`src/hw/rtl/pbcg_pkg.sv`:
```
`timescale 1ns / 1ps
// ----------------------------------------------------------------------------
// pbcg_pkg
// Shared types and constants for the brightness, contrast and gamma core.
// ----------------------------------------------------------------------------
package pbcg_pkg;

   localparam int unsigned PIX_W    = 8;
   localparam int unsigned OFFSET_W = 9;
   localparam int unsigned GAIN_W   = 12;
   localparam int unsigned PROD_W   = 22;
   localparam int unsigned CSR_AW   = 4;
   localparam int unsigned CSR_DW   = 32;

   typedef logic [PIX_W-1:0]           pixel_type;
   typedef logic signed [OFFSET_W-1:0] offset_type;
   typedef logic [GAIN_W-1:0]          gain_type;
   typedef logic signed [PROD_W-1:0]   prod_type;

   // register indexes on the CSR port (byte address = 4 * index)
   localparam logic [1:0] CSR_IDX_OFFSET = 2'd0;
   localparam logic [1:0] CSR_IDX_GAIN   = 2'd1;
   localparam logic [1:0] CSR_IDX_GAMMA  = 2'd2;

   // item kinds
   localparam logic KIND_PIXEL = 1'b0;
   localparam logic KIND_TABLE = 1'b1;

   localparam offset_type OFFSET_RESET = 9'sd0;
   localparam gain_type   GAIN_RESET   = 12'd256;

   // contrast math in units of 1/256
   localparam logic signed [8:0] PIX_MID = 9'sd128;
   localparam prod_type MID_Q  = 22'sd32768;
   localparam prod_type SAT_Q  = 22'sd65280;
   localparam logic [16:0] HALF_Q = 17'd128;
   localparam pixel_type PIX_MAX = 8'd255;
   localparam pixel_type PIX_MIN = 8'd0;

endpackage

```
`src/hw/rtl/pixel_brightness_contrast_gamma_core.sv`:
```
`timescale 1ns / 1ps
// Throughput: one beat per cycle unless rsp_stall holds, pixels and table writes alike;
//   a pixel beat passes four register stages (offset clamp, gain multiply, round and
//   clamp, gamma table read), each holding one beat, before it is presented on rsp.
// Reset clears all stage valid bits and the CSRs; the gamma table is not cleared
//   and reads as garbage until each entry is written.
// ----------------------------------------------------------------------------
// pixel_brightness_contrast_gamma_core
// Grey pixel point operation: signed brightness offset, Q4.8 contrast gain
// about mid-grey, optional 256-entry gamma lookup loaded by table-write beats.
// ----------------------------------------------------------------------------
module pixel_brightness_contrast_gamma_core (
   input  logic                        clock,
   input  logic                        reset,
   // input beats
   input  logic                        req_valid,
   output logic                        req_stall,
   input  logic                        req_kind,
   input  pbcg_pkg::pixel_type         req_pixel_in,
   input  logic                        req_row_last,
   input  pbcg_pkg::pixel_type         req_table_index,
   input  pbcg_pkg::pixel_type         req_table_value,
   // result beats
   output logic                        rsp_valid,
   input  logic                        rsp_stall,
   output pbcg_pkg::pixel_type         rsp_pixel_out,
   output logic                        rsp_row_last_out,
   // CSR port
   input  logic                        csr_psel,
   input  logic                        csr_penable,
   input  logic                        csr_pwrite,
   input  logic [pbcg_pkg::CSR_AW-1:0] csr_paddr,
   input  logic [pbcg_pkg::CSR_DW-1:0] csr_pwdata,
   output logic [pbcg_pkg::CSR_DW-1:0] csr_prdata,
   output logic                        csr_pready
);
   import pbcg_pkg::*;

   // ---------------- CSRs ----------------
   offset_type offset_ff, offset_in;
   gain_type   gain_ff, gain_in;
   logic       gamma_en_ff, gamma_en_in;
   logic [1:0] csr_idx;
   logic       csr_wr;

   assign csr_pready = 1'b1;
   assign csr_idx    = csr_paddr[3:2];
   assign csr_wr     = csr_psel && csr_penable && csr_pwrite && csr_pready;

   always_comb begin
      offset_in   = offset_ff;
      gain_in     = gain_ff;
      gamma_en_in = gamma_en_ff;
      if (csr_wr) begin
         case (csr_idx)
            CSR_IDX_OFFSET: offset_in   = csr_pwdata[OFFSET_W-1:0];
            CSR_IDX_GAIN:   gain_in     = csr_pwdata[GAIN_W-1:0];
            CSR_IDX_GAMMA:  gamma_en_in = csr_pwdata[0];
            default: ;
         endcase
      end
   end

   always_comb begin
      case (csr_idx)
         CSR_IDX_OFFSET: csr_prdata = {{(CSR_DW-OFFSET_W){offset_ff[OFFSET_W-1]}}, offset_ff};
         CSR_IDX_GAIN:   csr_prdata = {{(CSR_DW-GAIN_W){1'b0}}, gain_ff};
         CSR_IDX_GAMMA:  csr_prdata = {{(CSR_DW-1){1'b0}}, gamma_en_ff};
         default:        csr_prdata = '0;
      endcase
   end

   always_ff @(posedge clock) begin
      if (reset) begin
         offset_ff   <= OFFSET_RESET;
         gain_ff     <= GAIN_RESET;
         gamma_en_ff <= 1'b0;
      end else begin
         offset_ff   <= offset_in;
         gain_ff     <= gain_in;
         gamma_en_ff <= gamma_en_in;
      end
   end

   // ---------------- pipeline control ----------------
   logic s1_valid_ff, s2_valid_ff, s3_valid_ff, s4_valid_ff;
   logic en1, en2, en3, en4;

   // a stage advances when its successor is empty or advancing
   assign en4 = !s4_valid_ff || !rsp_stall;
   assign en3 = !s3_valid_ff || en4;
   assign en2 = !s2_valid_ff || en3;
   assign en1 = !s1_valid_ff || en2;
   assign req_stall = !en1;

   // ---------------- stage 1: brightness offset and clamp ----------------
   logic signed [9:0] bsum;
   pixel_type         s1_pix_ff, s1_pix_in;
   logic              s1_kind_ff, s1_row_ff;
   pixel_type         s1_idx_ff, s1_val_ff;

   assign bsum = $signed({2'b00, req_pixel_in}) + $signed({offset_ff[OFFSET_W-1], offset_ff});

   always_comb begin
      if (bsum[9])      s1_pix_in = PIX_MIN;
      else if (bsum[8]) s1_pix_in = PIX_MAX;
      else              s1_pix_in = bsum[7:0];
   end

   always_ff @(posedge clock) begin
      if (en1) begin
         s1_pix_ff  <= s1_pix_in;
         s1_kind_ff <= req_kind;
         s1_row_ff  <= req_row_last;
         s1_idx_ff  <= req_table_index;
         s1_val_ff  <= req_table_value;
      end
   end

   // ---------------- stage 2: gain times distance from mid-grey ----------------
   logic signed [8:0] diff;
   prod_type          s2_prod_ff, s2_prod_in;
   logic              s2_kind_ff, s2_row_ff;
   pixel_type         s2_idx_ff, s2_val_ff;

   assign diff       = $signed({1'b0, s1_pix_ff}) - PIX_MID;
   assign s2_prod_in = prod_type'($signed({1'b0, gain_ff})) * prod_type'(diff);

   always_ff @(posedge clock) begin
      if (en2) begin
         s2_prod_ff <= s2_prod_in;
         s2_kind_ff <= s1_kind_ff;
         s2_row_ff  <= s1_row_ff;
         s2_idx_ff  <= s1_idx_ff;
         s2_val_ff  <= s1_val_ff;
      end
   end

   // ---------------- stage 3: re-center, clamp, round half up ----------------
   prod_type    vq;
   logic [16:0] rnd;
   pixel_type   s3_pix_ff, s3_pix_in;
   logic        s3_kind_ff, s3_row_ff;
   pixel_type   s3_idx_ff, s3_val_ff;

   assign vq  = s2_prod_ff + MID_Q;
   assign rnd = vq[16:0] + HALF_Q;

   always_comb begin
      if (vq[PROD_W-1])  s3_pix_in = PIX_MIN;
      else if (vq > SAT_Q) s3_pix_in = PIX_MAX;
      else               s3_pix_in = rnd[15:8];
   end

   always_ff @(posedge clock) begin
      if (en3) begin
         s3_pix_ff  <= s3_pix_in;
         s3_kind_ff <= s2_kind_ff;
         s3_row_ff  <= s2_row_ff;
         s3_idx_ff  <= s2_idx_ff;
         s3_val_ff  <= s2_val_ff;
      end
   end

   // ---------------- stage valid bits ----------------
   always_ff @(posedge clock) begin
      if (reset) begin
         s1_valid_ff <= 1'b0;
         s2_valid_ff <= 1'b0;
         s3_valid_ff <= 1'b0;
         s4_valid_ff <= 1'b0;
      end else begin
         if (en1) s1_valid_ff <= req_valid;
         if (en2) s2_valid_ff <= s1_valid_ff;
         if (en3) s3_valid_ff <= s2_valid_ff;
         // table writes end at the memory stage
         if (en4) s4_valid_ff <= s3_valid_ff && (s3_kind_ff == KIND_PIXEL);
      end
   end

   // ---------------- stage 4: gamma table access ----------------
   pixel_type gamma_mem [256];
   pixel_type s4_gam_ff, s4_pix_ff;
   logic      s4_row_ff;

   // writes and reads happen here in beat order, so a later pixel sees earlier writes
   always_ff @(posedge clock) begin
      if (en4 && s3_valid_ff) begin
         if (s3_kind_ff == KIND_TABLE) gamma_mem[s3_idx_ff] <= s3_val_ff;
         else                          s4_gam_ff <= gamma_mem[s3_pix_ff];
      end
   end

   always_ff @(posedge clock) begin
      if (en4) begin
         s4_pix_ff <= s3_pix_ff;
         s4_row_ff <= s3_row_ff;
      end
   end

   assign rsp_valid        = s4_valid_ff;
   assign rsp_pixel_out    = gamma_en_ff ? s4_gam_ff : s4_pix_ff;
   assign rsp_row_last_out = s4_row_ff;

   // ---------------- assertions ----------------
   a_stall_needs_beat: assert property (@(posedge clock) disable iff (reset)
      req_stall |-> s1_valid_ff)
      else $error("input stalled with empty first stage");

   a_write_no_result: assert property (@(posedge clock) disable iff (reset)
      (s3_valid_ff && s3_kind_ff == KIND_TABLE && en4) |=> !rsp_valid)
      else $error("table write produced a result beat");

   a_stage2_hold: assert property (@(posedge clock) disable iff (reset)
      (s2_valid_ff && !en3) |=> (s2_valid_ff && $stable(s2_prod_ff)))
      else $error("stalled product stage lost or changed its beat");

endmodule
```
`config.mk`:
```
export PLATFORM = sky130hd
export DESIGN_NAME = pixel_brightness_contrast_gamma_core
export DESIGN_NICKNAME = d
export VERILOG_FILES = /design/src/hw/rtl/pbcg_pkg.sv /design/src/hw/rtl/pixel_brightness_contrast_gamma_core.sv
export SDC_FILE = /design/constraint.sdc
export NUM_CORES = 2
export LEC_CHECK = 0
export BUFFER_PORTS_ARGS = -buffer_cell sky130_fd_sc_hd__buf_4
export CELL_PAD_IN_SITES_DETAIL_PLACEMENT = 0
export CELL_PAD_IN_SITES_GLOBAL_PLACEMENT = 2
export CORE_MARGIN = 2
export CORE_UTILIZATION = 40
export DETAILED_ROUTE_END_ITERATION = 10
export PLACE_DENSITY_LB_ADDON = 0.05
export SLEW_MARGIN = 20
export SYNTH_ARGS = -nofsm -noshare
export SYNTH_HDL_FRONTEND = slang
export SYNTH_SLANG_ARGS = --single-unit
```
`constraint.sdc`:
```
create_clock -name clock -period 7.1 [get_ports clock]
set_clock_uncertainty 0.1 [all_clocks]
set_input_delay 1.42 -clock clock [delete_from_list [all_inputs] [get_ports clock]]
set_output_delay 1.42 -clock clock [all_outputs]
set_load 0.02 [all_outputs]
```
==> results.cfg <==
[run_status]
status = complete, no violations

[timing]
worst_slew_pin_slew_ns = 1.26
fin_crit_sh = 0.768
hold_viol = 0
maxSlewHeadroom = 0.154
period_minus_slack_ns = 5.45
rsz0062_at_grt = no
tns_ns = 0
fmax_mhz = 183
setup_violations = 0
drv_slew = 0

[power_and_ir_drop]
ir_worst_vdd_uv = 279
switchingPower_mw = 7.17
clkPwrFrac = 0.395
swShare = 0.243
cellPowerDensity_mw_per_mm2 = 298
internal_power_mw = 22.3
pwr-share-seq = 0.487
p_comb_frac = 0.118
p_leak_nw = 31.4

[critical_path]
worstSetupStartpointType = flip-flop
max_stage_delay_ns = 0.65
r2r_cells = 17
required_ns = 7.59
crit_slowest_cell = dfxtp_1
crit_cells = 17
path_delay_family = adder cells
crit_fanout = 11
crit_path_end_kind = flip-flop
cpMostUsedCell = fa_1
path_buf_inv = 3
arrival_ns = 5.94
path_class = reg2reg
path_cells = nand2_1 -> fa_1 -> inv_1 -> fa_1 -> fa_1 -> fa_1 -> inv_1 -> fa_1 -> inv_1 -> ha_1 -> o21ai_0 -> o21ai_0 -> nand3_1 -> and4_1 -> o31ai_1 -> a21oi_1 -> xnor2_1

[cells_and_area]
stdcell_count = 7625
nets = 4775
utilization = 0.451
drive_gt1_frac = 0.218
area_growth_pct = 12.5
nFillCells = 18700

[clock_network]
cts_num_sinks = 2183
postCtsSetupRepairBufs = 0
clock_tree.buffer_depth = 3
cts_tree = built
cts_buffers = 230
cts_resized = 0
clk_pin_slew_ns = 0.06
cts-root-buf = clkbuf_16
clock_latency_ns = 0.87
cts.htree.levels = 4
hold_buffers = 0

[yosys]
ys_seq_area_frac = 0.743
netlist_area_sq_mm = 0.0878
synth_cell_types = 64
synth_nets = 4628
yosys_warnings = 0
syn_inst = 4416
syn_avg_cell_area_sq_um = 19.9
ys_ff_latch = 2183
synth_edf_count = 2157
synth_ff_type = edfxtp_1
postSynth.asyncResetShare = 0

[global_routing]
grt_max_degree = 194
grt.overflow.total = 0
antenna_found_initial = 24
grt_pass1_vias = 44000
grt_pass1_wl_um = 331000
grt_use_total = 0.210

[placement]
io_buffers = 89
routabilityCongestion = 0.761
placed_cells = 7202
dp_hpwl_um = 139000

[routing]
wire_per_inst_um = 30.7
drc = 0
drt-initial-drc-count = 3950
routed_via_density = 5.55
ant_nets = 0
dr.pass1.iters = 5
vias = 42300
routed_wl_um = 234000

[die]
ios = 113
core_sq_mm = 0.219
die_x_um = 473
num_rows = 172
die_height_um = 473
initial_core_util = 0.401
die-area_sq_mm = 0.223

[min_path]
hold-path-cell-count = 0
hp-class = reg2reg

[flow_run]
maxCapViolCount = 0
## state kept, by name, indices dropped and copies added, names as in the netlist, 8 cells and up
name,count
s3_val_ff,8
s2_idx_ff,8
s4_pix_ff,8
offset_ff,9
s2_prod_ff,22
s1_pix_ff,8
s3_pix_ff,8
s1_val_ff,8
s2_val_ff,8
gain_ff,12
s3_idx_ff,8
s4_gam_ff,8
gamma_mem,2048
s1_idx_ff,8
## power groups by stage
stage | logic (mW) | registers, mW | clock network, mW
after global placement | 3.53 | 14.6 | 0
after detailed placement | 3.55 | 14.6 | 0
final | 3.47 | 14.4 | 11.7
after floorplan | 2.21 | 14.7 | 0
after CTS | 3.56 | 14.4 | 11.9
after global routing | 3.72 | 14.4 | 12.4
## through the flow
step / area [sq um] / hold slack (ns) / power (mW) / worst slack [ns]
2_1_floorplan: 87800 / 0.300 / 16.9 / 2.08
3_3_place_gp: 91600 / 0.302 / 18.2 / 1.55
3_5_place_dp: 91600 / 0.305 / 18.2 / 1.58
4_1_cts: 98800 / 0.318 / 29.8 / 1.57
5_1_grt: 98800 / 0.324 / 30.5 / 1.30
6_report: 98900 / 0.315 / 29.5 / 1.65
## per-layer routing
layer | part of all wire | up-vias | track usage
met5 | 0.00019 | - | 0
met4 | 0.027 | 6 | 0.0616
met3 | 0.062 | 332 | 0.0438
met2 | 0.48 | 1142 | 0.337
met1 | 0.43 | 22600 | 0.290
li1 | - | 18200 | -
## area by class of cell
class,count,area [sq um],share of cell area
Multi-Input combinational cell,1891,20900,0.211
Timing Repair Buffer,179,1580,0.0160
Antenna cell,7,17.5,0.000177
Inverter,78,294,0.00297
Clock buffer,285,6050,0.0612
Sequential cell,2183,65300,0.660
Tap cell,2871,3590,0.0363
Clock inverter,131,1170,0.0119
## layout by cell type, fill, tap and decap left out, types with 54 or more instances in the layout
master / count
edfxtp_1: 2157
mux4_2: 478
nor2_1: 322
clkbuf_16: 234
buf_4: 159
nand2_1: 132
mux2i_1: 117
o22ai_1: 91
a22oi_1: 84
inv_1: 77
fa_1: 72
ha_1: 71
clkinv_1: 63
a211oi_1: 61
and2_1: 56
a21oi_1: 54
## cells by family (layout without fill, tap and decap cells)
family / Yosys count / count (layout) / share of synthesized area
flip-flops: 2183 / 2183 / 0.743
AND/OR/NAND/NOR: 715 / 715 / 0.0373
multiplexers: 623 / 623 / 0.139
AO/OA/AOI/OAI: 380 / 380 / 0.0294
buffers and inverters: 342 / 673 / 0.0211
adder cells (fa/ha/maj): 143 / 143 / 0.0265
XOR/XNOR: 29 / 29 / 0.00289
other: 1 / 8 / 0.0000427
## worst reg2reg max path, cell delays in order (launching register included)
cell,delay [ns]
dfxtp_1,0.65
nand2_1,0.16
fa_1,0.56
inv_1,0.05
fa_1,0.50
fa_1,0.51
fa_1,0.50
inv_1,0.05
fa_1,0.47
inv_1,0.04
ha_1,0.32
o21ai_0,0.11
o21ai_0,0.29
nand3_1,0.15
and4_1,0.21
o31ai_1,0.26
a21oi_1,0.11
xnor2_1,0.13
## Yosys cell counts (7+ instances only)
cell type  count  share of area
ha_1          71          0.010
buf_2         65         0.0037
dfxtp_1       26         0.0059
buf_4         35         0.0030
nor4_1        17         0.0012
fa_1          72          0.016
inv_1         78         0.0033
xnor2_1       22         0.0022
nand3_1       25         0.0014
buf_6         40         0.0051
nor2b_1       25         0.0018
a22oi_1       84         0.0072
clkbuf_1     114         0.0049
a21o_1         8        0.00068
nand2b_1      23         0.0016
mux2_2        28         0.0036
mux4_2       478           0.12
and3_1        21         0.0015
o22ai_1       91         0.0065
a211oi_1      61         0.0052
edfxtp_1    2157           0.74
mux2i_1      117          0.013
o22a_1         9        0.00090
nor3_1        38         0.0022
and2_1        58         0.0041
o21a_1        10        0.00085
or2_2         11        0.00078
a21oi_1       54         0.0031
xor2_1         7        0.00070
o21ai_0       22         0.0013
nor2_1       326          0.014
o211ai_1      14         0.0012
nand2_1      142         0.0061
## final timing paths
path / endpoint / start / slack (ns)
hold reg to reg: s2_val_ff[4] / s1_val_ff[4] / 0.32
setup / recovery: s2_prod_ff[21] / gain_ff[8] / 1.65
hold / removal: s2_val_ff[4] / s1_val_ff[4] / 0.32
setup reg to reg: s2_prod_ff[21] / gain_ff[8] / 1.65
Note: power is estimated with default switching activity, not from simulation.
